<file path="src/hw/rtl/vario_tone_beeper_macros.svh">
// ---------------------------------------------------------------------------
// vario tone beeper assertion macros
// shared assertion forms for the tone beeper rtl
// ---------------------------------------------------------------------------
`ifndef VARIO_TONE_BEEPER_MACROS_SVH
`define VARIO_TONE_BEEPER_MACROS_SVH

// same-cycle implication, disabled during reset
`define VTB_ASSERT_IMP(name, clk, rst, ante, cons) \
  name: assert property (@(posedge clk) disable iff (rst) (ante) |-> (cons)) \
    else $error("vtb check failed: same-cycle implication");

// next-cycle implication, disabled during reset
`define VTB_ASSERT_NXT(name, clk, rst, ante, cons) \
  name: assert property (@(posedge clk) disable iff (rst) (ante) |=> (cons)) \
    else $error("vtb check failed: next-cycle implication");

`endif

</file>
<file path="src/hw/rtl/vtb_pkg.sv">
// ---------------------------------------------------------------------------
// vtb_pkg
// widths, codes, tables and shared types of the vario tone beeper
// ---------------------------------------------------------------------------
`default_nettype none

package vtb_pkg;

  // field widths
  localparam int RATE_W     = 16;
  localparam int HZ_W       = 13;
  localparam int TH_W       = 14;
  localparam int CNT_W      = 6;
  localparam int MODE_W     = 2;
  localparam int CFG_IDX_W  = 3;
  localparam int CFG_DATA_W = 14;

  // interpolation datapath widths
  localparam int EXT_W  = 17;
  localparam int OPA_W  = EXT_W;
  localparam int OPB_W  = 15;
  localparam int DEN_W  = EXT_W;
  localparam int PROD_W = OPA_W + OPB_W;
  localparam int QUOT_W = PROD_W + 1;
  localparam int SUM_W  = QUOT_W + 1;

  // full-scale climb rate, cm/s
  localparam int MAX_RATE_CPS = 1000;
  localparam logic signed [EXT_W-1:0] MAX_RATE_X = EXT_W'(MAX_RATE_CPS);

  typedef enum logic [MODE_W-1:0] {
    MODE_QUIET  = 2'd0,
    MODE_ZEROES = 2'd1,
    MODE_CLIMB  = 2'd2,
    MODE_SINK   = 2'd3
  } tone_mode_t;

  typedef enum logic [CFG_IDX_W-1:0] {
    REG_SINK_TH    = 3'd0,
    REG_CLIMB_TH   = 3'd1,
    REG_ZEROES_TH  = 3'd2,
    REG_CROSS_RATE = 3'd3,
    REG_MIN_FREQ   = 3'd4,
    REG_MAX_FREQ   = 3'd5,
    REG_CROSS_FREQ = 3'd6
  } reg_index_t;

  // register reset values
  localparam logic signed [TH_W-1:0] RST_SINK_TH   = TH_W'(-250);
  localparam logic [HZ_W-1:0]        RST_CLIMB_TH  = HZ_W'(50);
  localparam logic signed [TH_W-1:0] RST_ZEROES_TH = TH_W'(5);
  localparam logic [HZ_W-1:0]        RST_CROSS_RATE = HZ_W'(400);
  localparam logic [HZ_W-1:0]        RST_MIN_FREQ  = HZ_W'(200);
  localparam logic [HZ_W-1:0]        RST_MAX_FREQ  = HZ_W'(3200);
  localparam logic [HZ_W-1:0]        RST_CROSS_FREQ = HZ_W'(1000);

  // beep timing, ticks
  localparam logic [CNT_W-1:0] WARBLE_TICKS  = CNT_W'(8);
  localparam logic [CNT_W-1:0] SINK_PERIOD   = CNT_W'(40);
  localparam logic [CNT_W-1:0] SINK_ON       = CNT_W'(30);
  localparam logic [CNT_W-1:0] ZEROES_PERIOD = CNT_W'(30);
  localparam logic [CNT_W-1:0] ZEROES_ON     = CNT_W'(5);

  // tone offsets, Hz
  localparam logic [OPB_W-1:0] SINK_OFFSET_HZ = OPB_W'(600);
  localparam logic [HZ_W-1:0]  SINK_FALL_HZ   = HZ_W'(20);

  // warble tables, indexed by tick modulo 8
  localparam int WARBLE_STEPS = 8;
  localparam logic [HZ_W-1:0] WARBLE_HI [WARBLE_STEPS] = '{
    13'd400, 13'd800, 13'd1200, 13'd1600, 13'd2000, 13'd1600, 13'd1200, 13'd800
  };
  localparam logic [HZ_W-1:0] WARBLE_LO [WARBLE_STEPS] = '{
    13'd4000, 13'd3500, 13'd3000, 13'd2500, 13'd2000, 13'd1500, 13'd1000, 13'd500
  };

  // climb beep timing per m/s
  localparam int CLIMB_STEPS = 10;
  localparam int CLIMB_IDX_W = 4;
  localparam int RATE_STEP   = 100;
  localparam logic [CNT_W-1:0] CLIMB_PERIOD [CLIMB_STEPS] = '{
    6'd16, 6'd14, 6'd12, 6'd10, 6'd9, 6'd8, 6'd7, 6'd6, 6'd5, 6'd4
  };
  localparam logic [CNT_W-1:0] CLIMB_ON [CLIMB_STEPS] = '{
    6'd10, 6'd9, 6'd8, 6'd7, 6'd6, 6'd5, 6'd4, 6'd3, 6'd2, 6'd2
  };

  // rate / 100, clamped to the table range
  function automatic logic [CLIMB_IDX_W-1:0] climb_index(
    input logic signed [RATE_W-1:0] rate
  );
    logic [CLIMB_IDX_W-1:0] idx;
    logic signed [RATE_W-1:0] step_rate;
    idx = '0;
    for (int k = 1; k < CLIMB_STEPS; k++) begin
      step_rate = RATE_W'(k * RATE_STEP);
      if (rate >= step_rate) begin
        idx = CLIMB_IDX_W'(k);
      end
    end
    return idx;
  endfunction

  // request to the serial multiply-divide unit: a * b / den
  typedef struct packed {
    logic                    start;
    logic signed [OPA_W-1:0] a;
    logic signed [OPB_W-1:0] b;
    logic signed [DEN_W-1:0] den;
  } md_req_t;

  typedef struct packed {
    logic                     done;
    logic signed [QUOT_W-1:0] quot;
  } md_rsp_t;

endpackage

`default_nettype wire

</file>
<file path="src/hw/rtl/vtb_rate_if.sv">
// ---------------------------------------------------------------------------
// vtb_rate_if
// valid/ready channel carrying one climb rate word per tick
// ---------------------------------------------------------------------------
`default_nettype none

interface vtb_rate_if;
  logic                               valid;
  logic                               ready;
  logic signed [vtb_pkg::RATE_W-1:0] climb_rate_cps;

  modport source (output valid, output climb_rate_cps, input ready);
  modport sink   (input valid, input climb_rate_cps, output ready);
endinterface

`default_nettype wire

</file>
<file path="src/hw/rtl/vtb_tone_if.sv">
// ---------------------------------------------------------------------------
// vtb_tone_if
// valid/ready channel carrying one speaker tone word per tick
// ---------------------------------------------------------------------------
`default_nettype none

interface vtb_tone_if;
  logic                         valid;
  logic                         ready;
  logic [vtb_pkg::HZ_W-1:0]     tone_hz;
  logic                         tone_update;
  logic [vtb_pkg::MODE_W-1:0]   mode;

  modport source (output valid, output tone_hz, output tone_update, output mode,
                  input ready);
  modport sink   (input valid, input tone_hz, input tone_update, input mode,
                  output ready);
endinterface

`default_nettype wire

</file>
<file path="src/hw/rtl/vtb_muldiv.sv">
// ---------------------------------------------------------------------------
// vtb_muldiv
// bit-serial signed a * b / den, quotient truncated toward zero
// ---------------------------------------------------------------------------
`default_nettype none

module vtb_muldiv (
  input  logic              clk,
  input  logic              rst,
  input  vtb_pkg::md_req_t  req,
  output vtb_pkg::md_rsp_t  rsp
);

  localparam int OpaW   = vtb_pkg::OPA_W;
  localparam int OpbW   = vtb_pkg::OPB_W;
  localparam int DenW   = vtb_pkg::DEN_W;
  localparam int ProdW  = vtb_pkg::PROD_W;
  localparam int QuotW  = vtb_pkg::QUOT_W;
  localparam int StepW  = $clog2(ProdW);
  localparam logic [StepW-1:0] MulLast = StepW'(OpbW - 1);
  localparam logic [StepW-1:0] DivLast = StepW'(ProdW - 1);

  typedef enum logic [3:0] {
    MD_IDLE = 4'b0001,
    MD_MUL  = 4'b0010,
    MD_DIV  = 4'b0100,
    MD_FIN  = 4'b1000
  } md_state_t;

  md_state_t          state;
  logic [OpaW-1:0]    mcand;
  logic [OpaW:0]      hi;
  logic [OpbW-1:0]    lo;
  logic [DenW-1:0]    dvs;
  logic [DenW-1:0]    rem;
  logic [ProdW-1:0]   quo;
  logic               neg;
  logic               dzero;
  logic [StepW-1:0]   step;
  logic [QuotW-1:0]   quot;
  logic               done;

  logic [OpaW-1:0]    mag_a;
  logic [OpbW-1:0]    mag_b;
  logic [DenW-1:0]    mag_den;
  logic [OpaW:0]      psum;
  logic [DenW:0]      trial;
  logic [DenW:0]      diff;
  logic               fits;

  assign mag_a   = req.a[OpaW-1]   ? OpaW'(-req.a)   : OpaW'(req.a);
  assign mag_b   = req.b[OpbW-1]   ? OpbW'(-req.b)   : OpbW'(req.b);
  assign mag_den = req.den[DenW-1] ? DenW'(-req.den) : DenW'(req.den);

  // shift-add step: one multiplier bit per cycle
  assign psum  = hi + (lo[0] ? {1'b0, mcand} : '0);
  // restoring step: one quotient bit per cycle
  assign trial = {rem, quo[ProdW-1]};
  assign diff  = trial - {1'b0, dvs};
  assign fits  = (trial >= {1'b0, dvs});

  always_ff @(posedge clk) begin
    if (rst) begin
      state <= MD_IDLE;
      done  <= 1'b0;
    end else begin
      done <= 1'b0;
      unique case (state)
        MD_IDLE: begin
          if (req.start) begin
            mcand <= mag_a;
            hi    <= '0;
            lo    <= mag_b;
            dvs   <= mag_den;
            neg   <= req.a[OpaW-1] ^ req.b[OpbW-1] ^ req.den[DenW-1];
            dzero <= (req.den == '0);
            step  <= '0;
            state <= MD_MUL;
          end
        end
        MD_MUL: begin
          hi   <= {1'b0, psum[OpaW:1]};
          lo   <= {psum[0], lo[OpbW-1:1]};
          step <= step + 1'b1;
          if (step == MulLast) begin
            quo   <= {psum, lo[OpbW-1:1]};
            rem   <= '0;
            step  <= '0;
            state <= MD_DIV;
          end
        end
        MD_DIV: begin
          rem  <= fits ? diff[DenW-1:0] : trial[DenW-1:0];
          quo  <= {quo[ProdW-2:0], fits};
          step <= step + 1'b1;
          if (step == DivLast) begin
            state <= MD_FIN;
          end
        end
        MD_FIN: begin
          if (dzero) begin
            quot <= '0;
          end else if (neg) begin
            quot <= QuotW'(0) - {1'b0, quo};
          end else begin
            quot <= {1'b0, quo};
          end
          done  <= 1'b1;
          state <= MD_IDLE;
        end
        default: state <= MD_IDLE;
      endcase
    end
  end

  assign rsp.done = done;
  assign rsp.quot = quot;

endmodule

`default_nettype wire

</file>
<file path="src/hw/rtl/vario_tone_beeper.sv">
// ---------------------------------------------------------------------------
// vario_tone_beeper
// variometer audio: climb rate per tick in, speaker tone per tick out
// ---------------------------------------------------------------------------
//
//   channel    dir  handshake     word
//   rate_in    in   valid/ready   climb_rate_cps, cm/s signed
//   tone_out   out  valid/ready   tone_hz, tone_update, mode
//   cfg_*      in   write enable  cfg_index selects, cfg_data is the value
//
// a tick with no interpolation (beep continues, warble or quiet start) goes
// through ST_EVAL and ST_PUT from accept to output word
// a beep start with an interpolated tone also waits in ST_WAIT for 15 multiply steps
// and 32 divide steps in the bit-serial multiply-divide unit, plus setup
// one tick is worked on at a time; the next word is accepted while the
// previous output word still waits in the output register
// reset is synchronous, clears state and loads the register defaults
// a stalled output only holds the block once the next result is done
// ---------------------------------------------------------------------------
`default_nettype none
`include "vario_tone_beeper_macros.svh"

module vario_tone_beeper (
  input  logic                               clk,
  input  logic                               rst,
  vtb_rate_if.sink                           rate_in,
  vtb_tone_if.source                         tone_out,
  input  logic                               cfg_we,
  input  logic [vtb_pkg::CFG_IDX_W-1:0]      cfg_index,
  input  logic [vtb_pkg::CFG_DATA_W-1:0]     cfg_data
);

  localparam int RateW = vtb_pkg::RATE_W;
  localparam int HzW   = vtb_pkg::HZ_W;
  localparam int ThW   = vtb_pkg::TH_W;
  localparam int CntW  = vtb_pkg::CNT_W;
  localparam int ExtW  = vtb_pkg::EXT_W;
  localparam int OpbW  = vtb_pkg::OPB_W;
  localparam int QuotW = vtb_pkg::QUOT_W;
  localparam int SumW  = vtb_pkg::SUM_W;

  typedef enum logic [3:0] {
    ST_IDLE = 4'b0001,   // waiting for a rate word
    ST_EVAL = 4'b0010,   // decide beep start, update counters
    ST_WAIT = 4'b0100,   // interpolation running in the muldiv unit
    ST_PUT  = 4'b1000    // hand the result to the output register
  } state_t;

  state_t state;

  // configuration registers
  logic signed [ThW-1:0] sink_threshold;
  logic [HzW-1:0]        climb_threshold;
  logic signed [ThW-1:0] zeroes_threshold;
  logic [HzW-1:0]        crossover_rate;
  logic [HzW-1:0]        min_freq;
  logic [HzW-1:0]        max_freq;
  logic [HzW-1:0]        crossover_freq;

  // beep state
  logic signed [RateW-1:0] rate;
  logic signed [RateW-1:0] latched_rate;
  logic [HzW-1:0]          playing_hz;
  logic [CntW-1:0]         period_left;
  logic [CntW-1:0]         on_ticks;
  logic [CntW-1:0]         tick_count;
  vtb_pkg::tone_mode_t     tone_mode;
  logic                    upd;
  logic [HzW-1:0]          base_hz;

  // output register
  logic                        out_valid;
  logic [HzW-1:0]              out_hz;
  logic                        out_upd;
  logic [vtb_pkg::MODE_W-1:0]  out_mode;

  vtb_pkg::md_req_t md_req;
  vtb_pkg::md_rsp_t md_rsp;

  // ------------------------------------------------------------------
  // configuration writes
  // ------------------------------------------------------------------
  always_ff @(posedge clk) begin
    if (rst) begin
      sink_threshold   <= vtb_pkg::RST_SINK_TH;
      climb_threshold  <= vtb_pkg::RST_CLIMB_TH;
      zeroes_threshold <= vtb_pkg::RST_ZEROES_TH;
      crossover_rate   <= vtb_pkg::RST_CROSS_RATE;
      min_freq         <= vtb_pkg::RST_MIN_FREQ;
      max_freq         <= vtb_pkg::RST_MAX_FREQ;
      crossover_freq   <= vtb_pkg::RST_CROSS_FREQ;
    end else if (cfg_we) begin
      unique case (cfg_index)
        vtb_pkg::REG_SINK_TH:    sink_threshold   <= cfg_data;
        vtb_pkg::REG_CLIMB_TH:   climb_threshold  <= cfg_data[HzW-1:0];
        vtb_pkg::REG_ZEROES_TH:  zeroes_threshold <= cfg_data;
        vtb_pkg::REG_CROSS_RATE: crossover_rate   <= cfg_data[HzW-1:0];
        vtb_pkg::REG_MIN_FREQ:   min_freq         <= cfg_data[HzW-1:0];
        vtb_pkg::REG_MAX_FREQ:   max_freq         <= cfg_data[HzW-1:0];
        vtb_pkg::REG_CROSS_FREQ: crossover_freq   <= cfg_data[HzW-1:0];
        default: ;  // unused index, write dropped
      endcase
    end
  end

  // ------------------------------------------------------------------
  // everything compared on a common 17-bit signed scale
  // ------------------------------------------------------------------
  logic signed [ExtW-1:0] r_x, lat_x, sink_x, climb_x, zeroes_x, cross_x;

  assign r_x      = {{(ExtW-RateW){rate[RateW-1]}}, rate};
  assign lat_x    = {{(ExtW-RateW){latched_rate[RateW-1]}}, latched_rate};
  assign sink_x   = {{(ExtW-ThW){sink_threshold[ThW-1]}}, sink_threshold};
  assign zeroes_x = {{(ExtW-ThW){zeroes_threshold[ThW-1]}}, zeroes_threshold};
  assign climb_x  = {{(ExtW-HzW){1'b0}}, climb_threshold};
  assign cross_x  = {{(ExtW-HzW){1'b0}}, crossover_rate};

  logic start_beep, is_sink, sink_warble, is_climb, climb_warble;
  logic above_cross, is_zeroes, lat_hi_warble, lat_lo_warble;

  // new beep when the period ran out or the climb threshold was just crossed
  assign start_beep    = (period_left == '0) || ((r_x >= climb_x) && (lat_x < climb_x));
  assign is_sink       = (r_x <= sink_x);
  assign sink_warble   = (r_x <= -vtb_pkg::MAX_RATE_X);
  assign is_climb      = (r_x >= climb_x);
  assign climb_warble  = (r_x >= vtb_pkg::MAX_RATE_X);
  assign above_cross   = (r_x > cross_x);
  assign is_zeroes     = (r_x >= zeroes_x);
  assign lat_hi_warble = (lat_x >= vtb_pkg::MAX_RATE_X);
  assign lat_lo_warble = (lat_x <= -vtb_pkg::MAX_RATE_X);

  logic [vtb_pkg::CLIMB_IDX_W-1:0] climb_idx;
  assign climb_idx = vtb_pkg::climb_index(rate);

  // interpolation operands: base + a * b / den
  logic [OpbW-1:0] min_b, max_b, cf_b, half_max_b;
  assign min_b      = {{(OpbW-HzW){1'b0}}, min_freq};
  assign max_b      = {{(OpbW-HzW){1'b0}}, max_freq};
  assign cf_b       = {{(OpbW-HzW){1'b0}}, crossover_freq};
  assign half_max_b = {{(OpbW-HzW+1){1'b0}}, max_freq[HzW-1:1]};

  // sink band: from max/2 at full-scale sink toward min + 600 at threshold
  logic signed [ExtW-1:0] a_sink, den_sink;
  logic signed [OpbW-1:0] b_sink;
  assign a_sink   = r_x + vtb_pkg::MAX_RATE_X;
  assign b_sink   = min_b + vtb_pkg::SINK_OFFSET_HZ - half_max_b;
  assign den_sink = sink_x + vtb_pkg::MAX_RATE_X;

  // octave band: above the crossover rate up to full scale
  logic signed [ExtW-1:0] a_oct, den_oct;
  logic signed [OpbW-1:0] b_oct;
  assign a_oct   = r_x - cross_x;
  assign b_oct   = max_b - cf_b;
  assign den_oct = vtb_pkg::MAX_RATE_X - cross_x;

  // decade band: zeroes threshold up to crossover; zero span gives term 0
  logic signed [ExtW-1:0] a_dec, den_dec;
  logic signed [OpbW-1:0] b_dec;
  assign a_dec   = r_x - zeroes_x;
  assign b_dec   = cf_b - min_b;
  assign den_dec = cross_x - zeroes_x;

  // ------------------------------------------------------------------
  // tick evaluation
  // ------------------------------------------------------------------
  logic                   run_div;
  logic signed [ExtW-1:0] op_a, op_den;
  logic signed [OpbW-1:0] op_b;
  logic [HzW-1:0]         op_base;
  vtb_pkg::tone_mode_t    mode_next;
  logic [CntW-1:0]        period_next, on_next, tick_next;
  logic [HzW-1:0]         hz_next;
  logic                   upd_next;

  always_comb begin
    run_div     = 1'b0;
    op_a        = a_dec;
    op_b        = b_dec;
    op_den      = den_dec;
    op_base     = min_freq;
    mode_next   = tone_mode;
    period_next = period_left - 1'b1;
    on_next     = on_ticks;
    tick_next   = tick_count + 1'b1;
    hz_next     = playing_hz;
    upd_next    = 1'b0;
    if (start_beep) begin
      // every beep start rewrites the speaker, quiet included
      tick_next = '0;
      upd_next  = 1'b1;
      hz_next   = '0;
      if (is_sink) begin
        mode_next = vtb_pkg::MODE_SINK;
        if (sink_warble) begin
          period_next = vtb_pkg::WARBLE_TICKS;
          on_next     = vtb_pkg::WARBLE_TICKS;
          hz_next     = vtb_pkg::WARBLE_LO[0];
        end else begin
          period_next = vtb_pkg::SINK_PERIOD;
          on_next     = vtb_pkg::SINK_ON;
          run_div     = 1'b1;
          op_a        = a_sink;
          op_b        = b_sink;
          op_den      = den_sink;
          op_base     = max_freq >> 1;
        end
      end else if (is_climb) begin
        mode_next = vtb_pkg::MODE_CLIMB;
        if (climb_warble) begin
          period_next = vtb_pkg::WARBLE_TICKS;
          on_next     = vtb_pkg::WARBLE_TICKS;
          hz_next     = vtb_pkg::WARBLE_HI[0];
        end else begin
          period_next = vtb_pkg::CLIMB_PERIOD[climb_idx];
          on_next     = vtb_pkg::CLIMB_ON[climb_idx];
          run_div     = 1'b1;
          if (above_cross) begin
            op_a    = a_oct;
            op_b    = b_oct;
            op_den  = den_oct;
            op_base = crossover_freq;
          end
        end
      end else if (is_zeroes) begin
        mode_next   = vtb_pkg::MODE_ZEROES;
        period_next = vtb_pkg::ZEROES_PERIOD;
        on_next     = vtb_pkg::ZEROES_ON;
        run_div     = 1'b1;
      end else begin
        mode_next   = vtb_pkg::MODE_QUIET;
        period_next = '0;
        on_next     = '0;
      end
    end else begin
      // beep continues: mute after on-time, warble, or sink glide
      if (tick_next >= on_ticks) begin
        hz_next = '0;
      end else if (lat_hi_warble) begin
        hz_next = vtb_pkg::WARBLE_HI[tick_next[2:0]];
      end else if (lat_lo_warble) begin
        hz_next = vtb_pkg::WARBLE_LO[tick_next[2:0]];
      end else if (tone_mode == vtb_pkg::MODE_SINK) begin
        hz_next = (playing_hz >= vtb_pkg::SINK_FALL_HZ) ?
                  playing_hz - vtb_pkg::SINK_FALL_HZ : '0;
      end
      upd_next = (hz_next != playing_hz);
    end
  end

  assign md_req.start = (state == ST_EVAL) && run_div;
  assign md_req.a     = op_a;
  assign md_req.b     = op_b;
  assign md_req.den   = op_den;

  vtb_muldiv u_muldiv (
    .clk (clk),
    .rst (rst),
    .req (md_req),
    .rsp (md_rsp)
  );

  // ------------------------------------------------------------------
  // base + quotient, then clamp: below min to min, else above max to max
  // ------------------------------------------------------------------
  logic signed [SumW-1:0] base_s, quot_s, sum_hz, min_s, max_s;
  logic [HzW-1:0]         clamped_hz;

  assign base_s = {{(SumW-HzW){1'b0}}, base_hz};
  assign quot_s = {md_rsp.quot[QuotW-1], md_rsp.quot};
  assign sum_hz = base_s + quot_s;
  assign min_s  = {{(SumW-HzW){1'b0}}, min_freq};
  assign max_s  = {{(SumW-HzW){1'b0}}, max_freq};

  always_comb begin
    if (sum_hz < min_s) begin
      clamped_hz = min_freq;
    end else if (sum_hz > max_s) begin
      clamped_hz = max_freq;
    end else begin
      clamped_hz = sum_hz[HzW-1:0];
    end
  end

  // ------------------------------------------------------------------
  // sequencer and state update
  // ------------------------------------------------------------------
  always_ff @(posedge clk) begin
    if (rst) begin
      state        <= ST_IDLE;
      latched_rate <= '0;
      playing_hz   <= '0;
      period_left  <= '0;
      on_ticks     <= '0;
      tick_count   <= '0;
      tone_mode    <= vtb_pkg::MODE_QUIET;
      upd          <= 1'b0;
      out_valid    <= 1'b0;
    end else begin
      // output word leaves when taken
      if (out_valid && tone_out.ready) begin
        out_valid <= 1'b0;
      end
      unique case (state)
        ST_IDLE: begin
          if (rate_in.valid) begin
            rate  <= rate_in.climb_rate_cps;
            state <= ST_EVAL;
          end
        end
        ST_EVAL: begin
          if (start_beep) begin
            latched_rate <= rate;
          end
          period_left <= period_next;
          on_ticks    <= on_next;
          tick_count  <= tick_next;
          tone_mode   <= mode_next;
          playing_hz  <= hz_next;
          upd         <= upd_next;
          base_hz     <= op_base;
          state       <= (start_beep && run_div) ? ST_WAIT : ST_PUT;
        end
        ST_WAIT: begin
          if (md_rsp.done) begin
            playing_hz <= clamped_hz;
            state      <= ST_PUT;
          end
        end
        ST_PUT: begin
          // output register free, or emptied at this edge
          if (!out_valid || tone_out.ready) begin
            out_valid <= 1'b1;
            out_hz    <= playing_hz;
            out_upd   <= upd;
            out_mode  <= tone_mode;
            state     <= ST_IDLE;
          end
        end
        default: state <= ST_IDLE;
      endcase
    end
  end

  assign rate_in.ready        = (state == ST_IDLE);
  assign tone_out.valid       = out_valid;
  assign tone_out.tone_hz     = out_hz;
  assign tone_out.tone_update = out_upd;
  assign tone_out.mode        = out_mode;

  // ------------------------------------------------------------------
  // checks
  // ------------------------------------------------------------------
  logic eval_start, quiet_word;
  assign eval_start = (state == ST_EVAL) && start_beep;
  assign quiet_word = tone_out.valid && (tone_out.mode == vtb_pkg::MODE_QUIET);

  `VTB_ASSERT_IMP(chk_done_in_wait, clk, rst, md_rsp.done, state == ST_WAIT)
  `VTB_ASSERT_NXT(chk_start_resets_tick, clk, rst, eval_start, (tick_count == '0) && upd)
  `VTB_ASSERT_IMP(chk_quiet_silent, clk, rst, quiet_word, tone_out.tone_hz == '0)

endmodule

`default_nettype wire
</file>
<file path="src/flat_wrapper.sv">
// flat-port wrapper written by rule: the top's interface ports become plain ports
module vario_tone_beeper_flat 
  (clk, rst, cfg_we, cfg_index, cfg_data, rate_in_valid, rate_in_climb_rate_cps, rate_in_ready, tone_out_valid, tone_out_tone_hz, tone_out_tone_update, tone_out_mode, tone_out_ready);
  vtb_rate_if rate_in_i ();
  vtb_tone_if tone_out_i ();
  input  logic clk;
  input  logic rst;
  input  logic cfg_we;
  input  logic [vtb_pkg::CFG_IDX_W-1:0] cfg_index;
  input  logic [vtb_pkg::CFG_DATA_W-1:0] cfg_data;
  input wire logic [$bits(rate_in_i.valid)-1:0] rate_in_valid;
  input wire logic [$bits(rate_in_i.climb_rate_cps)-1:0] rate_in_climb_rate_cps;
  output wire logic [$bits(rate_in_i.ready)-1:0] rate_in_ready;
  output wire logic [$bits(tone_out_i.valid)-1:0] tone_out_valid;
  output wire logic [$bits(tone_out_i.tone_hz)-1:0] tone_out_tone_hz;
  output wire logic [$bits(tone_out_i.tone_update)-1:0] tone_out_tone_update;
  output wire logic [$bits(tone_out_i.mode)-1:0] tone_out_mode;
  input wire logic [$bits(tone_out_i.ready)-1:0] tone_out_ready;
  assign rate_in_i.valid = rate_in_valid;
  assign rate_in_i.climb_rate_cps = rate_in_climb_rate_cps;
  assign rate_in_ready = rate_in_i.ready;
  assign tone_out_valid = tone_out_i.valid;
  assign tone_out_tone_hz = tone_out_i.tone_hz;
  assign tone_out_tone_update = tone_out_i.tone_update;
  assign tone_out_mode = tone_out_i.mode;
  assign tone_out_i.ready = tone_out_ready;
  vario_tone_beeper u_core (.clk(clk), .rst(rst), .rate_in(rate_in_i), .tone_out(tone_out_i), .cfg_we(cfg_we), .cfg_index(cfg_index), .cfg_data(cfg_data));
endmodule
</file>
<file path="config.mk">
export PLATFORM = sky130hd
export DESIGN_NAME = vario_tone_beeper_flat
export DESIGN_NICKNAME = d
export VERILOG_FILES = /design/src/hw/rtl/vtb_pkg.sv /design/src/hw/rtl/vtb_rate_if.sv /design/src/hw/rtl/vtb_tone_if.sv /design/src/hw/rtl/vtb_muldiv.sv /design/src/hw/rtl/vario_tone_beeper.sv /design/src/flat_wrapper.sv
export VERILOG_INCLUDE_DIRS = /design/src /design/src/hw/rtl
export SDC_FILE = /design/constraint.sdc
export NUM_CORES = 1
export LEC_CHECK = 0
export ABC_AREA = 1
export BUFFER_PORTS_ARGS = -buffer_cell sky130_fd_sc_hd__buf_2
export CORE_UTILIZATION = 25
export DETAILED_ROUTE_END_ITERATION = 10
export PLACE_DENSITY_LB_ADDON = 0.2
export RECOVER_POWER = 50
export SLEW_MARGIN = 20
export SYNTH_ARGS = -nofsm -noshare
export SYNTH_HDL_FRONTEND = slang
export SYNTH_HIERARCHICAL = 1
export SYNTH_SLANG_ARGS = --single-unit
</file>
<file path="constraint.sdc">
create_clock -name clk -period 4.8 [get_ports clk]
set_input_delay 0.24 -clock clk [delete_from_list [all_inputs] [get_ports clk]]
set_output_delay 0.24 -clock clk [all_outputs]
set_load 0.02 [all_outputs]
</file>
Word level (Yosys, flattened, before mapping). Memory sizes are Yosys's and may differ from the RTL's. Index checks and enable logic that the tools add are counted. Widths: inputs -> output; s select.

Add/subtract/negate cells: 21. Multipliers: 0. Div/mod/pow operators: 0. Magnitude comparators: 25. Equality and inequality tests: 24. Shift operators: 0. Multiplexer cells: 108. Bitwise logic cells: 6. Reduce and logical (&&, ||, !) cells: 34.

Operators with widths (count): $mux 13 (22); $mux 17 (15); $mux 15 (8); $ge 16x11->1 const B (6); $mux 6 (13); $mux 32 (2); $pmux 32 s2 (1); $ge 16x10->1 const B (3); $mux 4 (9); $pmux 18 s2 (1); $add 14x33->34 (1); $gt 34x14->1 (1); $lt 34x14->1 (1); $neg 17->17 (2); $pmux 17 s2 (1); $sub 16x14->17 (2); $sub 1x32->33 const A (1); $ge 16x14->1 (2); $le 16x11->1 const B (2); $mux 16 (2); $pmux 15 s2 (1); $sub 13x13->14 (2); $pmux 13 s2 (1); $reduce_and 3->1 (8); 60 further kinds (111).

Flip-flop bits (word level): 354. Latch bits: 0. Bits in writable memories: 0. Memory bits (read-only): 400. Bits of input ports: 38. Output and inout bits: 18. Word-level logic and storage cells: 258. Memories: 4.

Memories: (no name shown) (words 8, width 13, read ports 1, clocked after memory_dff 0, write ports 0, line vario_tone_beeper.sv:239) `hz_next = vtb_pkg::WARBLE_HI[tick_next[2:0]];`; (no name shown) (words 8, width 13, read ports 1, clocked after memory_dff 0, write ports 0, line vario_tone_beeper.sv:241) `hz_next = vtb_pkg::WARBLE_LO[tick_next[2:0]];`; (no name shown) (words 16, width 6, read ports 1, clocked after memory_dff 0, write ports 0, line vario_tone_beeper.sv:214) `period_next = vtb_pkg::CLIMB_PERIOD[climb_idx];`; (no name shown) (words 16, width 6, read ports 1, clocked after memory_dff 0, write ports 0, line vario_tone_beeper.sv:215) `on_next = vtb_pkg::CLIMB_ON[climb_idx];`.

Logic depth before layout (Yosys ltp). Gate-level depths: netlist of the first run.

Depth after elaboration: 18. Depth in mapped cells: 29. Mapped depth without buffers: 28.

By module. The synthesis of the first run kept the hierarchy.

Modules (own cells, without submodules): vario_tone_beeper (times used 1, cells each 2600, area each 17754.5 um2, seq. area each 4294.1 um2); vtb_muldiv (times used 1, cells each 1281, area each 10359.9 um2, seq. area each 4754.6 um2).

Worst setup path before layout of the first run. OpenSTA, ideal clock, no wires.

Kind: reg-to-reg. Start point: register u_core.u_muldiv.state[1]. End point: register u_core.u_muldiv.quo[0] (enable). Library setup time: 0.530 ns. Arrival time: 4.565 ns. Required time: 4.270 ns. Slack: -0.294 ns. Stages on the path, launching flop included: 5. Buffers on the path: 1. Clock period less this slack: 5.094 ns. Cell sequence: dfxtp_1 -> inv_1 -> nand4_1 -> clkbuf_1 -> a211oi_1.

Cells in the longest elaborated chain, start to end: 3. Elaborated cells on any way between the ends: 5. Those cells by class: eq/ne (3); reduce/logical (2).

Ends and longest elaborated chain: start: declaration (line vtb_muldiv.sv:30) `md_state_t state;`; start signal: assignment (line vtb_muldiv.sv:64) `state <= MD_IDLE;`; start signal: assignment (line vtb_muldiv.sv:78) `state <= MD_MUL;`; start signal: assignment (line vtb_muldiv.sv:89) `state <= MD_DIV;`; $eq 4x2->1 / $eq 4x3->1 (equally long branches) (line vtb_muldiv.sv:68) `unique case (state)`; $ne 2x2->1 (no source line) / $reduce_bool 2->1 (equally long branches); $reduce_and 3->1 (no source line) (*); end signal: assignment (line vtb_muldiv.sv:86) `quo <= {psum, lo[OpbW-1:1]};`; end signal: assignment (line vtb_muldiv.sv:94) `quo <= {quo[ProdW-2:0], fits};`; end: declaration (line vtb_muldiv.sv:36) `logic [ProdW-1:0] quo;`.

Every way passes the cells marked *; elsewhere a longest branch is shown, timed or not. A chain may end at the register's enable or synchronous reset.

==> run_results.csv, run 1 <==
group,metric,value,unit
sta,hold_viol_final,0,
pwr,p_seq_frac,0.354,
synthesis,synthArstFlopShare,0,
grt,first_global_vias,24956,
sta,finClkSkew,0.0210,ns
setup_path,cp-startpoint,"u_core/rate[6]$_DFFE_PP_",
grt,grt_pass1_wl,152,mm
place,dp_hpwl,79.5,mm
outcome,status,"finished with violations",
cts,cts_tree,"done",
die,rows,122,
setup_path,reg2reg_from,"u_core/rate[6]$_DFFE_PP_",
routing,drc,0,
worst_hold_path,hold_class,"primary input to flop",
final_layout,area_growth,13.8,%
final_layout,drive_above_1_share,0.0799,
die,ios,56,
routing,vias,25736,
place,place_inst,5381,
synthesis,synth-seq-area-share,0.322,
synthesis,syn_inst,3881,
synthesis,ys_ff_latch,352,
setup_path,r2r_setup_slack,0.42,ns
synthesis,ys_top_cells_by_count,"nand2_1 (861), inv_1 (545), nor2_1 (315)",
cts,ctsHtreeMaxLevel,2,
pwr,clockPowerShare,0.377,
pwr,p_int,6.62,mW
routing,drt_iter0_drc,1911,
setup_path,crit_end,"u_core/u_muldiv/mcand[12]$_DFFE_PP_",
outcome,violations,"max-capacitance violations, max-slew violations",
cts,clk_pin_slew,0.06,ns
synthesis,syn_area,28100,um2
sta,max_slew_margin,-0.294,
pwr,p_sw_frac,0.346,
sta,drv_slew,166,
synthesis,synth_edf_count,200,
sta,tightest_slew,1.94,ns
pwr,max-vdd-ir-drop,0.296,mV
grt,antenna_found_initial,4,
setup_path,arrival,4.77,ns
place,port_buffers,55,
synthesis,yosysWarnings,6,
pwr,leakage,14.0,nW
pwr,power_switching,3.51,mW
cts,cts.sinks,352,
synthesis,synthTopCellsByArea,"edfxtp_1 (21%), nand2_1 (11%), dfxtp_1 (11%), ha_1 (10%), inv_1 (7.3%)",
die,core_area,111000,um2
routing,dr.pass1.iters,7,
grt,grt_max_degree,67,
synthesis,synth.net_count,4163,
sta,setup_tns,0,ns
final_layout,final_net_count,4248,
synthesis,synth.largest_area_cell,"edfxtp_1",
sta,clock.fmax,0.228,GHz
setup_path,r2r_end,"u_core/u_muldiv/mcand[12]$_DFFE_PP_",
setup_path,end_kind,"flop",
cts,cts_buffers,48,
cts,cts.path.max_buffers,3,
grt,gr-total-overflow,0,
sta,rsz0062_at_grt,"no",
cts,root_buffer,"clkbuf_16",
job,cap_violations,4,
cts,insertion_delay,0.64,ns
sta,setup_ws,0.418,ns
setup_path,reg2reg_depth,25,
sta,finalSetupViolations,0,
synthesis,synth_most_common_cell,"nand2_1",
setup_path,required,5.19,ns
grt,grtUsageTotal,0.176,
die,start_util,0.253,
routing,routedWlPerCell,18.2,um
synthesis,synth_top_area_frac,0.214,
final_layout,final_cells,5495,
sta,period_needed,4.38,ns
synthesis,netlist-cell-type-count,66,
place,preCtsSetupSlack,0.156,ns
pwr,power_density,317,nW/um2
die,fp.dieH,337,um
setup_path,crit_path_max_fanout,10,
place,gp_congestion,0.890,
routing,via_per_inst,4.68,
synthesis,ys.flop_type,"edfxtp_1",
routing,wl,99.9,mm
synthesis,postSynthAreaPerCell,7.24,um2
pwr,combPwrFrac,0.269,
worst_hold_path,holdCritStartpoint,"cfg_data[5]",
sta,post-route-period-util,0.913,
die,die-area,114000,um2
setup_path,crit_type,"flop to flop",
setup_path,start_kind,"flop",
die,die_w,337,um
routing,route.antenna.remaining_nets,0,
logic make-up (layout without fill, tap and decap cells):
| family | Yosys count | after routing | synth area share |
|---|---|---|---|
| compound gates | 797 | 797 | 0.162 |
| xor+xnor | 173 | 173 | 0.0539 |
| fa+ha+maj | 244 | 244 | 0.111 |
| buf+inv | 667 | 792 | 0.0939 |
| flops | 352 | 352 | 0.322 |
| other cells | 0 | 1 | 0 |
| simple gates | 1648 | 1648 | 0.257 |
what timing repair did:
action,CTS,global route
buffers inserted,0,2
resized for setup,0,5
endpoints found under the hold margin,23,0
hold buffers,21,0
setup endpoints to repair,0,3
sequential cells by signal, summed over array words and instances (netlist names), 14 cells and up:
| register | cells |
|---|---|
| u_core/rate | 16 |
| u_core/u_muldiv/mcand | 17 |
| u_core/zeroes_threshold | 14 |
| u_core/u_muldiv/dvs | 17 |
| u_core/u_muldiv/quot | 33 |
| u_core/u_muldiv/rem | 17 |
| u_core/u_muldiv/quo | 32 |
| u_core/latched_rate | 16 |
| u_core/sink_threshold | 14 |
| u_core/u_muldiv/lo | 15 |
| u_core/u_muldiv/hi | 17 |
worst max-delay path, stage by stage (launching register included):
cell	delay, ns
edfxtp_1	0.49
buf_4	0.22
ha_1	0.27
nand2_1	0.06
nor2_1	0.15
nand2_1	0.07
o211ai_1	0.09
nand2_1	0.07
nand3_1	0.09
nand2_1	0.07
nand2_2	0.14
nand2_2	0.12
nor2_2	0.22
inv_2	0.12
nand2_2	0.10
nand2_4	0.11
nor2_4	0.16
buf_4	0.21
o221ai_1	0.20
inv_1	0.13
ha_1	0.20
nand4_1	0.16
nor3_1	0.29
nand4_1	0.22
nand3_1	0.12
nand2_1	0.06
routing by layer:
| layer | track usage | vias to the layer above | part of all wire |
|---|---|---|---|
| met5 | 0 | - | 0.000090 |
| met4 | 0.0681 | 2 | 0.038 |
| met3 | 0.0192 | 142 | 0.045 |
| met2 | 0.285 | 595 | 0.45 |
| met1 | 0.239 | 11849 | 0.47 |
| li1 | - | 13148 | - |
worst min-delay path by stage:
stage	end	slack, ns	depth (start not counted)
after floorplan	u_core/u_muldiv/state[1]$_SDFFE_PP0P_	0.31	1
after global placement	u_core/rate[13]$_DFFE_PP_	0.42	1
after detailed placement	u_core/rate[11]$_DFFE_PP_	0.42	1
after CTS	u_core/crossover_freq[5]$_SDFFE_PP1P_	0.003	3
after global routing	u_core/zeroes_threshold[0]$_SDFFE_PP1P_	0.04	3
final	u_core/crossover_freq[5]$_SDFFE_PP1P_	0.04	3
cells in the final DEF (no fill, tap or decap), drive strengths merged, types with 12 or more instances in the layout:
| cell type | count |
|---|---|
| a21oi | 320 |
| a31oi | 15 |
| buf | 84 |
| clkbuf | 91 |
| clkinv | 19 |
| dfxtp | 152 |
| dlygate4sd3 | 21 |
| edfxtp | 200 |
| ha | 235 |
| inv | 562 |
| nand2 | 903 |
| nand3 | 201 |
| nand3b | 20 |
| nand4 | 57 |
| nor2 | 353 |
| nor3 | 78 |
| nor4 | 12 |
| o211ai | 49 |
| o21ai | 311 |
| o221ai | 31 |
| o22ai | 17 |
| or2 | 18 |
| xnor2 | 38 |
| xor2 | 135 |
power by group through the flow:
stage	combinational, mW	clock (mW)	sequential (mW)
after floorplan	1.85	0	3.61
final	2.73	3.82	3.58
after global placement	2.71	0	3.64
after global routing	3.06	4.04	3.60
after CTS	2.72	3.95	3.58
after detailed placement	2.69	0	3.64
layout make-up:
cell class                      count  area (um2)
Clock inverter                     33         414
Tap cell                         1488        1860
Fill cell                       12328       79100
Clock buffer                       57        1240
Sequential cell                   352        9050
Antenna cell                        1        2.50
Multi-Input combinational cell   2862       16400
Inverter                          563        2110
Timing Repair Buffer              139         901
per-stage QoR:
stage | area (um2) | hold slack (ns) | total power [mW] | utilization
floorplan | 28100 | 0.309 | 5.45 | -
detailed placement | 30200 | 0.418 | 6.33 | 0.272
global placement | 30200 | 0.417 | 6.35 | 0.272
global route | 32000 | 0.0372 | 10.7 | 0.288
CTS | 32100 | 0.00337 | 10.3 | 0.289
finish | 32000 | 0.0405 | 10.1 | 0.288
No activity file was read; power rests on OpenSTA's default activity.
==> run 2, diff against run 1 <==
Settings changed: RECOVER_POWER 50 to 100.
==> run_results.csv, run 2 (synthesized netlist as in run 1, its figures left out) <==
group,metric,value,unit
setup_path,crit_path_max_fanout,36,
routing,drt_iter0_drc,1870,
sta,setup_ws,0.392,ns
sta,setup_tns,0,ns
pwr,leakage,13.9,nW
job,cap_violations,4,
setup_path,cp_common_cell,"nand2_1",
place,dp_hpwl,79.5,mm
cts,cts.path.max_buffers,3,
die,fp.dieH,337,um
die,ios,56,
worst_hold_path,hold_class,"primary input to flop",
setup_path,end_kind,"flop",
setup_path,crit_type,"flop to flop",
sta,rsz0062_at_grt,"no",
routing,vias,25754,
setup_path,slowest_stage,"a2111oi_0",
sta,finClkSkew,0.0185,ns
cts,cts_buffers,48,
final_layout,layout_common_cells,"nand2_1 (867), inv_1 (546), nor2_1 (318)",
setup_path,slowest_delay,0.57,ns
sta,hold_viol_final,0,
setup_path,required,5.06,ns
pwr,finalPower,10.1,mW
pwr,power_density,317,nW/um2
sta,clock.fmax,0.227,GHz
sta,finalSetupViolations,0,
die,die_w,337,um
cts,insertion_delay,0.63,ns
final_layout,final_area,31900,um2
setup_path,r2r_setup_slack,0.39,ns
die,die-area,114000,um2
setup_path,start_kind,"flop",
cts,root_buffer,"clkbuf_16",
place,port_buffers,55,
final_layout,biggestRegsByFlops,"u_core/u_muldiv/quot (33), u_core/u_muldiv/quo (32)",
routing,via_per_inst,4.69,
cts,cts.sinks,352,
die,core_area,111000,um2
sta,whs,0.0377,ns
grt,grt_max_degree,67,
pwr,max-vdd-ir-drop,0.295,mV
final_layout,largest_reg_flops,33,
final_layout,area_growth,13.5,%
setup_path,cp_cell_sequence,"inv_1 -> ha_1 -> a21oi_1 -> o21ai_0 -> a2111oi_0 -> nand2_1 -> nand2_1 -> nand2_1 -> nand2_2 -> buf_4 -> nand2_1 -> buf_4 -> inv_1 -> nand3_1 -> inv_1 -> nand2_1 -> nor2_4 -> clkbuf_4",
cts,cts_tree,"done",
die,rows,122,
routing,dr.pass1.iters,6,
sta,drv_slew,166,
final_layout,regMostFlops,"u_core/u_muldiv/quot",
place,place_area,30200,um2
sta,post-route-period-util,0.918,
sta,tightest_slew,1.98,ns
routing,route.antenna.remaining_nets,0,
setup_path,arrival,4.67,ns
final_layout,final_net_count,4248,
final_layout,drive_above_1_share,0.0746,
cts,clk_pin_slew,0.06,ns
final_layout,layout_commonest_cell,"nand2_1",
place,preCtsSetupSlack,0.156,ns
sta,period_needed,4.41,ns
cts,ctsHtreeMaxLevel,2,
routing,drc,0,
outcome,status,"finished with violations",
place,gp_congestion,0.890,
sta,max_slew_margin,-0.320,
outcome,violations,"max-capacitance violations, max-slew violations",
grt,grt_pass1_wl,152,mm
grt,antenna_found_initial,5,
routing,wl,100,mm
grt,first_global_vias,24956,
routing,routedWlPerCell,18.2,um
die,start_util,0.253,
grt,gr-total-overflow,0,
grt,grtUsageTotal,0.176,
==> run 2: cell types whose count changed in the layout (fill, tap and decap cells not counted), sizes merged <==
cell and change:
clkbuf +6, buf -6
==> run 2: layout make-up <==
cell class	count	area (um2)
sequential	352	9050
clock buffer	57	1240
timing repair buffer	139	887
inverter	563	2110
tap	1488	1860
antenna	1	2.50
clock inverter	33	414
fill	12346	79200
multi-input combinational	2862	16300
==> run 2: repair_timing <==
item | 4_1_cts | 5_1_grt
gates resized for setup | 0 | 5
hold buffers | 21 | 0
hold endpoints to repair | 23 | 0
setup endpoints to repair | 0 | 3
setup buffers | 0 | 2
==> run 2: path summary, 6_finish.rpt <==
check,end,startpoint,depth (start not counted)
min,u_core/crossover_freq[5]$_SDFFE_PP1P_,cfg_data[5],3
min reg2reg,u_core/tone_out.tone_update$_DFFE_PP_,u_core/upd$_SDFFE_PP0P_,0
max reg2reg,u_core/u_muldiv/dvs[4]$_DFFE_PP_,u_core/climb_threshold[11]$_SDFFE_PP0P_,18
max,u_core/u_muldiv/dvs[4]$_DFFE_PP_,u_core/climb_threshold[11]$_SDFFE_PP0P_,18
==> run 2: power by group <==
part           switching, mW  internal (mW)  total [mW]
logic                   1.87          0.856        2.72
clock network           1.52           2.30        3.82
registers              0.118           3.47        3.58
total                   3.50           6.62        10.1
==> run 2: stage by stage <==
stage,instances,util
2_1_floorplan,3881,-
4_1_cts,5492,0.289
3_3_place_gp,5381,0.272
6_report,5495,0.287
3_5_place_dp,5381,0.272
5_1_grt,5494,0.287
==> run 2: metal layers <==
metal	GRT usage	up-vias	share of wire
li1	-	13137	-
met4	0.0681	6	0.037
met2	0.285	609	0.45
met3	0.0192	146	0.045
met1	0.239	11856	0.47
met5	0	-	0.00034
==> run 2: critical path: cells and delay by family, from the launching register on <==
family,cells,cell delay (ns)
flip-flops,1,0.30
buffers and inverters,6,1.49
AO/OA/AOI/OAI,3,0.83
adder cells (fa/ha/maj),1,0.31
AND/OR/NAND/NOR,8,1.07
